==> src/sv/bsfd_pkg.sv <==
// Shared types and constants for the byte stream frame deframer.
// Used by every module of the block; depends on nothing else.
`default_nettype none

package bsfd_pkg;

    // Width of the payload length counter; a declared length must fit in it
    localparam int LEN_WIDTH = 24;

    localparam int MARKER_W   = 16;
    localparam int MAX_LEN_W  = 24;
    localparam int CFG_IDX_W  = 2;
    localparam int CFG_DATA_W = 24;

    typedef logic [LEN_WIDTH-1:0] pos_t;

    // Parser phase codes
    localparam logic [1:0] PH_HEADER  = 2'd0;
    localparam logic [1:0] PH_PAYLOAD = 2'd1;
    localparam logic [1:0] PH_END     = 2'd2;

    // Header byte positions
    localparam pos_t HDR_START_END = pos_t'(2);
    localparam pos_t HDR_ID_END    = pos_t'(6);
    localparam pos_t HDR_TYPE      = pos_t'(6);
    localparam pos_t HDR_LEN_END   = pos_t'(11);
    localparam pos_t HDR_CHANNEL   = pos_t'(11);
    localparam pos_t HDR_BYTES     = pos_t'(12);

    // Status codes
    localparam logic [2:0] ST_OK        = 3'd0;
    localparam logic [2:0] ST_BAD_START = 3'd1;
    localparam logic [2:0] ST_BAD_END   = 3'd2;
    localparam logic [2:0] ST_ZERO_BYTE = 3'd3;
    localparam logic [2:0] ST_TOO_LONG  = 3'd4;

    // Result kinds
    localparam logic KIND_PAYLOAD = 1'b0;
    localparam logic KIND_STATUS  = 1'b1;

    // Configuration register indexes
    localparam logic [CFG_IDX_W-1:0] REG_START_MARKER = 2'd0;
    localparam logic [CFG_IDX_W-1:0] REG_END_MARKER   = 2'd1;
    localparam logic [CFG_IDX_W-1:0] REG_MAX_PAYLOAD  = 2'd2;

    localparam logic [MARKER_W-1:0]  START_MARKER_RST = 16'heaff;
    localparam logic [MARKER_W-1:0]  END_MARKER_RST   = 16'haadd;
    localparam logic [MAX_LEN_W-1:0] MAX_PAYLOAD_RST  = 24'd4096;

    typedef struct packed {
        logic        kind;
        logic [7:0]  payload_byte;
        logic        payload_last;
        logic [31:0] packet_id;
        logic [7:0]  data_type;
        logic [31:0] payload_length;
        logic [7:0]  channel_id;
        logic [2:0]  status;
    } result_t;

endpackage

`default_nettype wire

==> src/sv/bsfd_parser.sv <==
// Frame parser: configuration registers, parse state and the per-byte decode.
// Depends on bsfd_pkg.
`default_nettype none

module bsfd_parser (
    input  wire logic                               clk,
    input  wire logic                               rst_n,
    input  wire logic                               step,
    input  wire logic [7:0]                         data,
    input  wire logic                               cfg_we,
    input  wire logic [bsfd_pkg::CFG_IDX_W-1:0]     cfg_index,
    input  wire logic [bsfd_pkg::CFG_DATA_W-1:0]    cfg_data,
    output bsfd_pkg::result_t                       res,
    output logic                                    has_res
);

    logic [bsfd_pkg::MARKER_W-1:0]  start_marker_reg;
    logic [bsfd_pkg::MARKER_W-1:0]  end_marker_reg;
    logic [bsfd_pkg::MAX_LEN_W-1:0] max_payload_reg;

    logic [1:0]      phase_reg, phase_next;
    bsfd_pkg::pos_t  pos_reg, pos_next;
    logic [15:0]     start_word_reg, start_word_next;
    logic [31:0]     packet_id_reg, packet_id_next;
    logic [7:0]      type_reg, type_next;
    logic [31:0]     length_reg, length_next;
    logic [7:0]      channel_reg, channel_next;
    logic [7:0]      end_high_reg, end_high_next;
    logic            saw_zero_reg, saw_zero_next;

    bsfd_pkg::pos_t  hdr_pos;
    logic [32:0]     pos_inc_wide;
    logic            last;
    logic            too_long;
    logic [15:0]     end_word;
    logic [2:0]      code;

    always_ff @(posedge clk or negedge rst_n)
    begin
        if (!rst_n)
        begin
            start_marker_reg <= bsfd_pkg::START_MARKER_RST;
            end_marker_reg   <= bsfd_pkg::END_MARKER_RST;
            max_payload_reg  <= bsfd_pkg::MAX_PAYLOAD_RST;
        end
        else if (cfg_we)
        begin
            if (cfg_index == bsfd_pkg::REG_START_MARKER)
                start_marker_reg <= cfg_data[bsfd_pkg::MARKER_W-1:0];
            else if (cfg_index == bsfd_pkg::REG_END_MARKER)
                end_marker_reg <= cfg_data[bsfd_pkg::MARKER_W-1:0];
            else if (cfg_index == bsfd_pkg::REG_MAX_PAYLOAD)
                max_payload_reg <= cfg_data[bsfd_pkg::MAX_LEN_W-1:0];
        end
    end

    assign pos_inc_wide = 33'(pos_reg) + 33'd1;
    assign last         = (pos_inc_wide == {1'b0, length_reg});
    assign too_long     = (length_reg > 32'(max_payload_reg))
                       || ((length_reg >> bsfd_pkg::LEN_WIDTH) != 32'd0);
    assign end_word     = {end_high_reg, data};
    assign hdr_pos      = (pos_reg >= bsfd_pkg::HDR_BYTES) ? '0 : pos_reg;

    always_comb
    begin
        priority if (start_word_reg != start_marker_reg)
            code = bsfd_pkg::ST_BAD_START;
        else if (end_word != end_marker_reg)
            code = bsfd_pkg::ST_BAD_END;
        else if (saw_zero_reg)
            code = bsfd_pkg::ST_ZERO_BYTE;
        else
            code = bsfd_pkg::ST_OK;
    end

    always_comb
    begin
        phase_next      = phase_reg;
        pos_next        = pos_reg;
        start_word_next = start_word_reg;
        packet_id_next  = packet_id_reg;
        type_next       = type_reg;
        length_next     = length_reg;
        channel_next    = channel_reg;
        end_high_next   = end_high_reg;
        saw_zero_next   = saw_zero_reg;
        res             = '0;
        has_res         = 1'b0;

        unique case (phase_reg)
            bsfd_pkg::PH_PAYLOAD:
            begin
                if (data == 8'd0)
                    saw_zero_next = 1'b1;
                pos_next = pos_reg + bsfd_pkg::pos_t'(1);
                if (last)
                begin
                    phase_next = bsfd_pkg::PH_END;
                    pos_next   = '0;
                end
                has_res          = 1'b1;
                res.kind         = bsfd_pkg::KIND_PAYLOAD;
                res.payload_byte = data;
                res.payload_last = last;
            end
            bsfd_pkg::PH_END:
            begin
                if (pos_reg == '0)
                begin
                    end_high_next = data;
                    pos_next      = bsfd_pkg::pos_t'(1);
                end
                else
                begin
                    has_res            = 1'b1;
                    res.kind           = bsfd_pkg::KIND_STATUS;
                    res.packet_id      = packet_id_reg;
                    res.data_type      = type_reg;
                    res.payload_length = length_reg;
                    res.channel_id     = channel_reg;
                    res.status         = code;
                    phase_next         = bsfd_pkg::PH_HEADER;
                    pos_next           = '0;
                end
            end
            default:
            begin
                // header phase; the unused phase code lands here too
                phase_next = bsfd_pkg::PH_HEADER;
                if (hdr_pos == '0)
                    saw_zero_next = 1'b0;

                priority if (hdr_pos < bsfd_pkg::HDR_START_END)
                    start_word_next = {start_word_reg[7:0], data};
                else if (hdr_pos < bsfd_pkg::HDR_ID_END)
                    packet_id_next = {packet_id_reg[23:0], data};
                else if (hdr_pos == bsfd_pkg::HDR_TYPE)
                    type_next = data;
                else if (hdr_pos < bsfd_pkg::HDR_LEN_END)
                    length_next = {length_reg[23:0], data};
                else
                    channel_next = data;

                if (hdr_pos == bsfd_pkg::HDR_CHANNEL)
                begin
                    pos_next = '0;
                    if (too_long)
                    begin
                        has_res            = 1'b1;
                        res.kind           = bsfd_pkg::KIND_STATUS;
                        res.packet_id      = packet_id_reg;
                        res.data_type      = type_reg;
                        res.payload_length = length_reg;
                        res.channel_id     = data;
                        res.status         = bsfd_pkg::ST_TOO_LONG;
                    end
                    else if (length_reg == 32'd0)
                        phase_next = bsfd_pkg::PH_END;
                    else
                        phase_next = bsfd_pkg::PH_PAYLOAD;
                end
                else
                    pos_next = hdr_pos + bsfd_pkg::pos_t'(1);
            end
        endcase
    end

    always_ff @(posedge clk or negedge rst_n)
    begin
        if (!rst_n)
        begin
            phase_reg      <= bsfd_pkg::PH_HEADER;
            pos_reg        <= '0;
            start_word_reg <= '0;
            packet_id_reg  <= '0;
            type_reg       <= '0;
            length_reg     <= '0;
            channel_reg    <= '0;
            end_high_reg   <= '0;
            saw_zero_reg   <= 1'b0;
        end
        else if (step)
        begin
            phase_reg      <= phase_next;
            pos_reg        <= pos_next;
            start_word_reg <= start_word_next;
            packet_id_reg  <= packet_id_next;
            type_reg       <= type_next;
            length_reg     <= length_next;
            channel_reg    <= channel_next;
            end_high_reg   <= end_high_next;
            saw_zero_reg   <= saw_zero_next;
        end
    end

    // payload count never reaches the declared length
    assert property (@(posedge clk) disable iff (!rst_n)
        phase_reg == bsfd_pkg::PH_PAYLOAD |-> 33'(pos_reg) < {1'b0, length_reg})
        else $error("payload position past declared length");

    // end word takes exactly two bytes
    assert property (@(posedge clk) disable iff (!rst_n)
        phase_reg == bsfd_pkg::PH_END |-> pos_reg <= bsfd_pkg::pos_t'(1))
        else $error("end word position out of range");

    // header position stays inside the header
    assert property (@(posedge clk) disable iff (!rst_n)
        phase_reg == bsfd_pkg::PH_HEADER |-> pos_reg < bsfd_pkg::HDR_BYTES)
        else $error("header position out of range");

endmodule

`default_nettype wire

==> src/sv/bsfd_out_stage.sv <==
// Result register: holds one result transfer until the consumer takes it.
// Depends on bsfd_pkg.
`default_nettype none

module bsfd_out_stage (
    input  wire logic              clk,
    input  wire logic              rst_n,
    input  wire logic              load,
    input  wire bsfd_pkg::result_t res,
    input  wire logic              out_ready,
    output logic                   out_valid,
    output bsfd_pkg::result_t      out_res
);

    logic              valid_reg, valid_next;
    bsfd_pkg::result_t res_reg;

    always_comb
    begin
        priority if (load)
            valid_next = 1'b1;
        else if (out_ready)
            valid_next = 1'b0;
        else
            valid_next = valid_reg;
    end

    always_ff @(posedge clk or negedge rst_n)
    begin
        if (!rst_n)
            valid_reg <= 1'b0;
        else
            valid_reg <= valid_next;
    end

    always_ff @(posedge clk)
    begin
        if (load)
            res_reg <= res;
    end

    assign out_valid = valid_reg;
    assign out_res   = res_reg;

endmodule

`default_nettype wire

==> src/sv/byte_stream_frame_deframer.sv <==
// Top level of the byte stream frame deframer: input byte register and handshake.
// Depends on bsfd_pkg, bsfd_parser and bsfd_out_stage.
//
// Takes one byte per transfer and returns payload-byte and frame-status results.
// Sustained rate is one byte per clock: a byte waits in the input register, is
// parsed combinationally and its result, if any, is written to the output
// register, from which it can transfer out. The output register is the
// only limit: while it holds an untaken result, the next byte that would produce
// a result waits, and in_ready follows out_ready in the same cycle.
// Configuration writes take effect at the next clock.
`default_nettype none

module byte_stream_frame_deframer (
    input  wire logic                               clk,
    input  wire logic                               rst_n,
    input  wire logic                               in_valid,
    output logic                                    in_ready,
    input  wire logic [7:0]                         in_byte,
    output logic                                    out_valid,
    input  wire logic                               out_ready,
    output logic                                    kind,
    output logic [7:0]                              payload_byte,
    output logic                                    payload_last,
    output logic [31:0]                             packet_id,
    output logic [7:0]                              data_type,
    output logic [31:0]                             payload_length,
    output logic [7:0]                              channel_id,
    output logic [2:0]                              status,
    input  wire logic                               cfg_we,
    input  wire logic [bsfd_pkg::CFG_IDX_W-1:0]     cfg_index,
    input  wire logic [bsfd_pkg::CFG_DATA_W-1:0]    cfg_data
);

    logic              in_valid_reg, in_valid_next;
    logic [7:0]        in_byte_reg;
    logic              out_free;
    logic              advance;
    logic              has_res;
    bsfd_pkg::result_t res;
    bsfd_pkg::result_t out_res;

    assign out_free = !out_valid || out_ready;
    // a byte with no result moves on even while the output is full
    assign advance  = in_valid_reg && (!has_res || out_free);
    assign in_ready = !in_valid_reg || advance;

    always_comb
    begin
        priority if (in_valid && in_ready)
            in_valid_next = 1'b1;
        else if (advance)
            in_valid_next = 1'b0;
        else
            in_valid_next = in_valid_reg;
    end

    always_ff @(posedge clk or negedge rst_n)
    begin
        if (!rst_n)
            in_valid_reg <= 1'b0;
        else
            in_valid_reg <= in_valid_next;
    end

    always_ff @(posedge clk)
    begin
        if (in_valid && in_ready)
            in_byte_reg <= in_byte;
    end

    bsfd_parser u_parser (
        .clk       (clk),
        .rst_n     (rst_n),
        .step      (advance),
        .data      (in_byte_reg),
        .cfg_we    (cfg_we),
        .cfg_index (cfg_index),
        .cfg_data  (cfg_data),
        .res       (res),
        .has_res   (has_res)
    );

    bsfd_out_stage u_out (
        .clk       (clk),
        .rst_n     (rst_n),
        .load      (advance && has_res),
        .res       (res),
        .out_ready (out_ready),
        .out_valid (out_valid),
        .out_res   (out_res)
    );

    assign kind           = out_res.kind;
    assign payload_byte   = out_res.payload_byte;
    assign payload_last   = out_res.payload_last;
    assign packet_id      = out_res.packet_id;
    assign data_type      = out_res.data_type;
    assign payload_length = out_res.payload_length;
    assign channel_id     = out_res.channel_id;
    assign status         = out_res.status;

    // a parsed byte with a result always shows up at the output
    assert property (@(posedge clk) disable iff (!rst_n)
        advance && has_res |=> out_valid)
        else $error("result lost between parser and output register");

    // a held byte stays put until the parser takes it
    assert property (@(posedge clk) disable iff (!rst_n)
        in_valid_reg && !advance |=> in_valid_reg && $stable(in_byte_reg))
        else $error("input byte dropped while stalled");

endmodule

`default_nettype wire

==> config.mk <==
export PLATFORM = sky130hd
export DESIGN_NAME = byte_stream_frame_deframer
export DESIGN_NICKNAME = d
export VERILOG_FILES = /design/src/sv/bsfd_pkg.sv /design/src/sv/bsfd_parser.sv /design/src/sv/bsfd_out_stage.sv /design/src/sv/byte_stream_frame_deframer.sv
export SDC_FILE = /design/constraint.sdc
export NUM_CORES = 1
export LEC_CHECK = 0
export ABC_AREA = 1
export BUFFER_PORTS_ARGS = -buffer_cell sky130_fd_sc_hd__buf_2
export CORE_ASPECT_RATIO = 1.5
export CORE_MARGIN = 10
export CORE_UTILIZATION = 56
export CTS_BUF_LIST = sky130_fd_sc_hd__clkbuf_4
export CTS_CLUSTER_DIAMETER = 60
export DETAILED_ROUTE_END_ITERATION = 8
export PLACE_DENSITY_LB_ADDON = 0.08
export SYNTH_ARGS = -nofsm -noshare
export SYNTH_HDL_FRONTEND = slang
export SYNTH_HIERARCHICAL = 1
export SYNTH_SLANG_ARGS = --single-unit
==> constraint.sdc <==
create_clock -name clk -period 4.6 [get_ports clk]
set_clock_uncertainty 0.1 [all_clocks]
set_input_delay 0.92 -clock clk [delete_from_list [all_inputs] [get_ports clk]]
set_output_delay 0.92 -clock clk [all_outputs]
set_load 0.01 [all_outputs]
Yosys cells after proc, flatten, opt, wreduce, memory -nomap -nowiden
Index checks and enable logic that the tools add are counted.
{"block": "classes", "mux": 30, "n_eq_ne": 12, "n_bitwise": 8, "n_lt_le_gt_ge": 5, "n_reduce_logical": 31, "add_sub_neg": 3}
{"op": "two-way mux 83 bit", "n": 3}
{"op": "one-hot mux 83 bit (2 select lines)", "n": 1}
{"op": "two-way mux 24 bit", "n": 3}
{"op": "adder 24 x 1 -> 24 bit, second input constant", "n": 2}
{"op": "zero test 24 bit", "n": 2}
{"op": "one-hot mux 24 bit (2 select lines)", "n": 1}
{"op": "equality test 33 x 32 -> 1 bit", "n": 1}
{"op": "> comparator 32 x 24 -> 1 bit", "n": 1}
{"op": "zero test 32 bit", "n": 1}
{"op": "inequality test 16 bit", "n": 2}
{"op": "nonzero test 32 bit", "n": 1}
{"op": "adder 24 x 1 -> 25 bit, second input constant", "n": 1}
{"op": "equality test 24 x 3 -> 1 bit, second input constant", "n": 1}
{"op": "equality test 24 x 4 -> 1 bit, second input constant", "n": 1}
{"op": ">= comparator 24 x 4 -> 1 bit, second input constant", "n": 1}
{"op": "less-than comparator 24 x 2 -> 1 bit, second input constant", "n": 1}
{"op": "less-than comparator 24 x 3 -> 1 bit, second input constant", "n": 1}
{"op": "less-than comparator 24 x 4 -> 1 bit, second input constant", "n": 1}
{"op": "two-way mux 2 bit", "n": 6}
{"op": "AND reduction 3 bit", "n": 4}
{"op": "AND reduction 4 bit", "n": 3}
{"op": "AND reduction 6 bit", "n": 2}
{"op": "two-way mux 1 bit", "n": 10}
{"op": "zero test 8 bit", "n": 1}
{"op": "16 further kinds", "n": 38}
{"block": "word_totals", "inputBits": 39, "reg_bits": 290, "out_inout_bits": 95, "word_cells": 112}

Depth between registers and ports, before layout
Gate-level depths: netlist of run 1.
{"block": "logic_depth", "depth_word": 11, "mapped_depth": 24, "mapped_depth_nobuf": 23}

By module
The synthesis of run 1 kept the hierarchy.
{"mod": "bsfd_parser", "instances": 1, "area_per_inst_um2": 10639.0, "seq_area_each_um2": 4709.5, "cells_each": 1390}
{"mod": "bsfd_out_stage", "instances": 1, "area_per_inst_um2": 2832.7, "seq_area_each_um2": 2817.7, "cells_each": 98}
{"mod": "byte_stream_frame_deframer", "instances": 1, "area_per_inst_um2": 316.6, "seq_area_each_um2": 265.3, "cells_each": 19}

Worst setup path before layout of run 1
OpenSTA, ideal clock, no wires.
{"block": "synth_timing", "path_kind": "reg2reg", "from": "reg u_parser.pos_reg[7]", "to": "reg u_out.res_reg, in the netlist u_out/out_res[0] (enable)", "period_less_slack_ps": 4600, "path_slack_ps": 0, "stages_incl_launch_ff": 19, "setup_ps": 448, "n_path_buf": 2, "t_arrival_ps": 4053, "required_time_ps": 4052, "cell_sequence": "dfrtp_1 > buf_2 > inv_2 > nand4_1 > nor2_2 > nand3_4 > nor2_2 > ha_1 > inv_1 > nor2_1 > nand2_2 > inv_2 > nand4_4 > nand2_2 > inv_2 > buf_2 > nand2_1 > nand3_1 > inv_1"}
{"block": "synth_via", "elab_chain_len": 9, "elab_cells_between_ends": 11, "cone_classes": "order compare: 1; eq/ne: 1; mux: 4; reduce/logical: 5"}
{"item": "start: declaration", "line_no": "bsfd_parser.sv:22", "text": "bsfd_pkg::pos_t pos_reg, pos_next;"}
{"item": "start signal: assignment", "line_no": "bsfd_parser.sv:185", "text": "pos_reg <= pos_next;"}
{"item": ">= comparator 24 x 4 -> 1 bit", "line_no": "bsfd_parser.sv:62", "text": "assign hdr_pos = (pos_reg >= bsfd_pkg::HDR_BYTES) ? '0 : pos_reg;"}
{"item": "two-way mux 24 bit", "line_no": "bsfd_parser.sv:62"}
{"item": "equality test 24 x 4 -> 1 bit", "line_no": "bsfd_parser.sv:144", "text": "if (hdr_pos == bsfd_pkg::HDR_CHANNEL)"}
{"item": "two-way mux 1 bit", "line_no": "bsfd_parser.sv:144"}
{"item": "one-hot mux 1 bit (2 select lines) (*)", "line_no": "bsfd_parser.sv:90", "text": "unique case (phase_reg)"}
{"item": "named net has_res", "line_no": "byte_stream_frame_deframer.sv:38", "text": "logic has_res;"}
{"item": "zero test 1 bit", "line_no": "byte_stream_frame_deframer.sv:44", "text": "assign advance = in_valid_reg && (!has_res || out_free);"}
{"item": "logical OR 1 bit", "line_no": "byte_stream_frame_deframer.sv:44"}
{"item": "logical AND 1 bit", "line_no": "byte_stream_frame_deframer.sv:44"}
{"item": "logical AND 1 bit (*)", "line_no": "byte_stream_frame_deframer.sv:86", "text": ".load (advance && has_res),"}
{"item": "end signal: assignment", "line_no": "bsfd_out_stage.sv:39", "text": "res_reg <= res;"}
{"item": "end: declaration", "line_no": "bsfd_out_stage.sv:16", "text": "bsfd_pkg::result_t res_reg;"}
Mark *: on every way through the listed nets, which the timed path passes. The rest lies on a longest branch.
A chain may end at the register's enable or synchronous reset.

Final worst setup path of run 1
{"block": "layout_timing", "from": "reg u_parser.pos_reg[12]", "to": "out in_ready"}
{"block": "layout_via", "elab_chain_len": 9, "elab_cells_between_ends": 11, "cone_classes": "order compare: 1; eq/ne: 1; mux: 4; reduce/logical: 5"}
{"item": ">= comparator 24 x 4 -> 1 bit", "line_no": "bsfd_parser.sv:62"}
{"item": "two-way mux 24 bit", "line_no": "bsfd_parser.sv:62"}
{"item": "equality test 24 x 4 -> 1 bit", "line_no": "bsfd_parser.sv:144"}
{"item": "two-way mux 1 bit", "line_no": "bsfd_parser.sv:144"}
{"item": "one-hot mux 1 bit (2 select lines) (*)", "line_no": "bsfd_parser.sv:90"}
{"item": "named net has_res", "line_no": "byte_stream_frame_deframer.sv:38"}
{"item": "zero test 1 bit (*)", "line_no": "byte_stream_frame_deframer.sv:44"}
{"item": "logical OR 1 bit (*)", "line_no": "byte_stream_frame_deframer.sv:44"}
{"item": "logical AND 1 bit (*)", "line_no": "byte_stream_frame_deframer.sv:44"}
{"item": "logical OR 1 bit (*)", "line_no": "byte_stream_frame_deframer.sv:45", "text": "assign in_ready = !in_valid_reg || advance;"}
{"item": "end: declaration", "line_no": "byte_stream_frame_deframer.sv:17", "text": "output logic in_ready,"}
Marks and branches as above.

==> impl_metrics.csv, run 1 <==
group,metric,value,unit
power,power_frac_clock,0.268,
setup_path,cp_max_fo,4,
global_route,grt_pass1_vias,10845,
clock_network,clock-sinks,290,
clock_network,ctsRootBufferMaster,"clkbuf_4",
synth,synth-seq-area-share,0.565,
setup_path,cp_slowest_stage_delay,440,ps
outcome,status,"complete, no violations",
global_route,grt-busiest-layer,"met2",
clock_network,clk_latency,700,ps
floorplanning,dieArea,31400,um2
synth,synth_compound_area_frac,0.0854,
min_path,hold_path.class,"input port to async pin",
sta,period_needed,4260,ps
placement,port-buffer-count,133,
power,total_power,8.01,mW
sta,fmax,235,MHz
synth,synthSimpleGateAreaFrac,0.226,
floorplanning,dieWidth,148,um
routing,drc,0,
synth,synth_mux_area_frac,0.00408,
setup_path,cp_slowest_cell,"dfrtp_1",
power,p_seq_frac,0.453,
synth,yosys.area_share.adder,0.0272,
clock_network,max-clock-path-buffers,3,
global_route,met1_usage,0.262,
synth,yosysUniqueCellTypes,48,
routing,dr.first_iter.drc_count,688,
sta,worstMarginPinSlew,1120,ps
final_layout,largest_register_ffs,93,
sta,rsz0062_at_grt,"false",
routing,postRouteAntennaNets,0,
synth,yosysWarnings,6,
power,p_sw,2.89,mW
setup_path,crit_arrival,3240,ps
global_route,antenna_found_initial,1,
global_route,grt_remaining_overflow,0,
final_layout,fill_cells,2188,
final_layout,final_common_cell,"nand2_1",
final_layout,drive_above_1_share,0.216,
synth,synth_top_family_by_area,"simple AND/OR/NAND/NOR gates",
sta,hold_viol_final,0,
clock_network,tritoncts,"built",
routing,num_vias,10800,
setup_path,crit_chain,"inv_1, nand4_1, nor2_4, nand3_4, nor2_2, ha_1, inv_1, nor2_1, nand2_2, inv_2, nand4_4, nand2_2, inv_2, nand2_1, nand4_2, buf_2",
setup_path,critPathTopFamily,"simple AND/OR/NAND/NOR gates",
setup_path,required,3580,ps
routing,viasPerCell,5.24,
sta,slew_violations,0,
floorplanning,initial_core_util,0.566,
sta,setup_viol_count_final,0,
global_route,use_met2,0.421,
power,max-vdd-ir-drop,0.276,mV
flow_run,drv_cap,0,
power,p_sw_frac,0.361,
power,power.internal,5.12,mW
floorplanning,num_io_pins,134,
floorplanning,die_h,212,um
routing,drt_wl_total,37400,um
placement,gp_congestion,0.984,
setup_path,path_buf_inv,5,
final_layout,final_cell_mix,"nand2_1, inv_1, dfrtp_1",
setup_path,cp-start-kind,"flop",
final_layout,area_growth,14.3,%
final_layout,final_nets,1753,
global_route,grt_max_degree,117,
synth,synth_nets,1576,
synth,synth-xor-area-share,0.0207,
sta,relSlewSlack,0.254,
clock_network,clk_pin_slew,70,ps
synth,synth_ff_type,"dfrtp_1",
routing,wl_per_cell,18.1,um
power,total_leakage_power,7.43,nW
setup_path,crit_type,"flop to output port",
synth,ys_seq_elements,290,
global_route,grt_use_met3,0.0479,
global_route,track_usage,0.240,
synth,synth_area,13800,um2
setup_path,critPathCaptureType,"output port",
global_route,grt_pass1_wl,58600,um
clock_network,htree_num_levels,3,
sta,fin_crit_sh,0.927,
synth,synth_area_per_cell,9.15,um2
placement,place_hpwl,28000,um
power,comb_power_share,0.280,
routing,dr.pass1.iters,5,
floorplanning,rows,70,
sta,tns,0,ps
clock_network,numCtsBuffers,69,
synth,synth_edf_count,101,
power,power.density,509,nW/um2
synth,synthArstFlopShare,0.652,
floorplanning,core,24300,um2
synth,synth_cells,1507,
clock_network,ctsHoldBuffers,0,
power by group through the flow:
stage               sequential, mW  clock, mW  combinational, mW
floorplan                     3.54          0               1.62
detailed placement            3.67          0               2.22
global route                  3.69       2.37               2.55
global placement              3.65          0               2.18
CTS                           3.62       2.22               2.24
finish                        3.63       2.14               2.24
cells in the mapped netlist (8+ instances only):
master | instances | area [um2]
nand2_1 | 342 | 1280
inv_1 | 200 | 751
dfrtp_1 | 165 | 4130
o21ai_0 | 147 | 736
nor2_1 | 143 | 537
edfxtp_1 | 101 | 3030
nand3_1 | 76 | 380
ha_1 | 30 | 375
nand4_1 | 29 | 181
a21oi_1 | 26 | 130
dfstp_2 | 24 | 631
o21ai_1 | 21 | 105
nand2_2 | 20 | 125
clkbuf_1 | 19 | 71.3
buf_2 | 17 | 85.1
xnor2_1 | 15 | 131
xor2_1 | 15 | 131
nor2_2 | 14 | 87.6
nor3_1 | 11 | 55.1
nor4_1 | 10 | 62.6
inv_2 | 9 | 33.8
o21ai_2 | 9 | 78.8
o22ai_1 | 8 | 50.1
per-layer routing:
| layer | routed length [um] | up-vias |
|---|---|---|
| met2 | 19600 | 346 |
| met1 | 14000 | 5059 |
| met5 | 0 | - |
| met4 | 1930 | 0 |
| met3 | 1910 | 86 |
| li1 | - | 5309 |
what timing repair did:
action	CTS	global route
gates resized for setup	0	4
setup endpoints to repair	0	1
buffers inserted	0	1
worst paths after layout:
kind / depth (start not counted) / slack [ps] / end / from
min in group clk: 1 / 310 / in_byte_reg[1] / in_byte[1]
max in group asynchronous: 2 / 3130 / u_parser/channel_reg[1] / rst_n
min: 1 / 240 / u_parser/length_reg[23] / rst_n
max reg2reg: 20 / 880 / u_parser/start_word_reg[15] / u_parser/pos_reg[12]
max: 16 / 340 / in_ready / u_parser/pos_reg[12]
min reg2reg: 2 / 380 / u_parser/max_payload_reg[14] / u_parser/max_payload_reg[14]
cell type report:
class | count | area, um2 | area share
Clock inverter | 15 | 88.8 | 0.00564
Inverter | 210 | 792 | 0.0503
Multi-Input combinational cell | 964 | 5030 | 0.319
Tap cell | 324 | 405 | 0.0257
Sequential cell | 290 | 7790 | 0.495
Timing Repair Buffer | 149 | 820 | 0.0520
Antenna cell | 1 | 2.50 | 0.000159
Clock buffer | 110 | 826 | 0.0524
stage by stage:
stage	std cells	util	worst slack (ps)	instance area, um2	hold slack [ps]
2_1_floorplan	1507	-	387	13800	353
3_3_place_gp	1936	0.609	857	14800	366
3_5_place_dp	1936	0.609	768	14800	373
4_1_cts	2061	0.646	118	15700	249
5_1_grt	2063	0.647	80.4	15800	264
6_report	2063	0.647	336	15800	242
cell families (layout without fill, tap and decap cells):
kind of cell               Yosys count  in the layout
and+or+nand+nor                    678            678
DFF                                290            290
buffers and inverters              253            484
AOI/OAI and AO/OA                  220            220
xor gates and xnor gates            31             31
adders and majority gates           30             30
muxes                                5              5
other                                0              1
worst register-to-register path: stages (launching register included):
cell     delay, ps
dfrtp_1        440
inv_1          130
nand4_1        180
nor2_4         210
nand3_4        140
nor2_2         160
ha_1           220
inv_1           90
nor2_1         110
nand2_2         90
inv_2          100
nand4_4         90
nand2_2        100
inv_2           40
nand2_1        100
nand3_1        100
and2_1         170
nand2_1         70
inv_1          120
nand2_2        400
mux2_2         410
Power figures use the tool's default switching activity.
==> inputs of run 2 (changes only) <==
ABC_AREA = default   (was 1)
==> run 2 against run 1 <==
Net effect:
- die area shrank 0.22%
- sequential power is essentially flat
- largest power group unchanged
- sequential share of layout area shrank 2.2 points
- core utilization grew 3.2 points
- first-iteration DRC count shrank 13%
- synthesized area shrank 0.25%
==> impl_metrics.csv, run 2 <==
group,metric,value,unit
final_layout,largest_register_ffs,93,
synth,synth-seq-area-share,0.567,
power,max-vdd-ir-drop,0.344,mV
sta,hold_viol_final,0,
sta,fmax,221,MHz
floorplanning,dieArea,31400,um2
synth,synth_area_per_cell,12.4,um2
routing,wl_per_cell,20.9,um
synth,synthTopCellsByArea,"dfrtp_1, edfxtp_1, mux2_2, dfstp_2, and2_1",
synth,synth_top_cell_by_area,"dfrtp_1",
synth,synthArstFlopShare,0.652,
setup_path,worstReg2RegEnd,"u_parser/channel_reg[5]",
routing,num_vias,9705,
synth,synth_area,13800,um2
final_layout,multi_input_area,5550,um2
placement,gp_congestion,0.934,
final_layout,register_area,7800,um2
setup_path,r2r_cells,15,
routing,dr.first_iter.drc_count,602,
routing,viasPerCell,5.68,
floorplanning,rows,70,
sta,setup_viol_count_final,0,
power,total_leakage_power,7.16,nW
floorplanning,core,24300,um2
min_path,hold_path.class,"input port to async pin",
final_layout,fin_cells,1710,
flow_run,drv_cap,0,
synth,synth_cells,1105,
floorplanning,num_io_pins,134,
synth,synthTopCellsByCount,"dfrtp_1, mux2_2, edfxtp_1, and2_1, nand2_1",
floorplanning,die_h,212,um
routing,dr.pass1.iters,5,
global_route,grt_pass1_wl,56700,um
setup_path,crit_arrival,3510,ps
sta,period_needed,4530,ps
synth,synth_edf_count,101,
power,power.density,516,nW/um2
final_layout,final_cell_mix,"dfrtp_1, mux2_2, buf_2",
final_layout,final_nets,1394,
synth,yosys.area.top_type_share,0.300,
global_route,grt_remaining_overflow,0,
sta,worstMarginPinSlew,1220,ps
final_layout,drive_above_1_share,0.403,
outcome,status,"complete, no violations",
routing,drc,0,
global_route,use_met2,0.402,
setup_path,reg2reg_slack,320,ps
synth,yosysWarnings,6,
synth,synth_nets,1174,
setup_path,r2r-start,"u_parser/length_reg[15]",
routing,drt_wl_total,35700,um
clock_network,htree_num_levels,3,
global_route,track_usage,0.231,
routing,postRouteAntennaNets,0,
sta,fin_crit_sh,0.984,
synth,ys_seq_elements,290,
setup_path,crit_start,"u_parser/pos_reg[12]",
sta,rsz0062_at_grt,"true",
setup_path,critPathCaptureType,"output port",
global_route,met1_usage,0.257,
placement,port-buffer-count,133,
sta,relSlewSlack,0.185,
clock_network,clock-sinks,290,
setup_path,required,3580,ps
synth,synth_ff_type,"dfrtp_1",
floorplanning,initial_core_util,0.567,
final_layout,final_common_cell,"dfrtp_1",
setup_path,crit_type,"flop to output port",
final_layout,fill_cells,1927,
synth,yosys.cell_count.top_type,"dfrtp_1",
global_route,grt_pass1_vias,10267,
global_route,grt_use_met3,0.0554,
sta,tns,0,ps
placement,dp.cells,1571,
clock_network,tritoncts,"built",
clock_network,max-clock-path-buffers,3,
synth,yosysUniqueCellTypes,71,
global_route,grt-busiest-layer,"met2",
clock_network,numCtsBuffers,71,
setup_path,cp-start-kind,"flop",
final_layout,area_growth,19.8,%
placement,place_hpwl,25900,um
clock_network,clk_latency,710,ps
floorplanning,dieWidth,148,um
global_route,antenna_found_initial,2,
clock_network,clk_pin_slew,70,ps
clock_network,ctsRootBufferMaster,"clkbuf_4",
global_route,grt_max_degree,95,
setup_path,cp_max_fo,4,
sta,slew_violations,0,
run 2: changes by cell type in the layout (fill, tap and decap cells not counted), moves of 19 or more:
cell	delta
nand3_1	-58
buf_4	+57
inv_1	-148
o21ai_0	-128
nor2_1	-127
mux2_2	+156
and2_1	+82
o21ai_1	-19
nand2_1	-287
run 2: stage by stage:
step	power, mW	worst slack, ps	area, um2	utilization	hold WS [ps]
final	8.51	71.3	16500	0.679	172
after floorplan	5.22	7.79	13800	-	371
after CTS	8.58	10.2	16400	0.678	175
after detailed placement	6.21	143	15400	0.633	386
after global routing	9.04	-118	16500	0.679	143
after global placement	6.16	270	15400	0.633	379
run 2: layout make-up:
type,instances,area share
sequential,290,0.473
multi-input combinational,692,0.337
timing repair buffer,219,0.0919
clock buffer,110,0.0501
tap,324,0.0246
clock inverter,21,0.0116
inverter,51,0.0116
antenna,3,0.000455
run 2: power by group:
part           switching [mW]  internal [mW]
Sequential              0.381           3.28
Clock                   0.999           1.32
Combinational            1.27           1.25
Total                    2.65           5.86
run 2: repair_timing:
item | in CTS | in global routing
pin swaps | 5 | 5
setup endpoints to repair | 1 | 10
hold buffers | 0 | 0
buffers inserted | 5 | 0
gates resized for setup | 8 | 7
gates cloned | 0 | 0
run 2: metal layers:
| metal | routed length (um) | vias up |
|---|---|---|
| met2 | 18700 | 355 |
| met3 | 2190 | 96 |
| li1 | - | 4489 |
| met1 | 13200 | 4765 |
| met5 | 0 | - |
| met4 | 1620 | 0 |
run 2: how the worst max path moves through the flow:
stage	endpoint	slack (ps)
floorplan	u_out/out_res[0]	8
global placement	u_parser/channel_reg[3]	270
detailed placement	u_parser/channel_reg[5]	140
CTS	in_ready	10
global route	in_ready	-120
finish	in_ready	70
run 2: kinds of logic (layout without fill, tap and decap cells):
logic type,after synthesis,count (layout),share of synthesized area
and+or+nand+nor,322,322,0.138
DFF,290,290,0.567
muxes,163,163,0.133
buffers and inverters,123,401,0.0364
AOI/OAI and AO/OA,116,116,0.0592
xor gates and xnor gates,61,61,0.0388
adders and majority gates,30,30,0.0273
other,0,3,0
run 2: worst max-delay path, cell delays in order (launching register included):
cell and delay [ps]:
dfrtp_2 420, nor4_2 270, nand4_1 130, nor4_2 310, buf_4 170, and3_4 210, and2_4 150, ha_2 170
nor2b_4 140, and2_4 150, nand3_2 110, nor2_4 140, or3_4 150, nand4b_4 130, buf_6 150
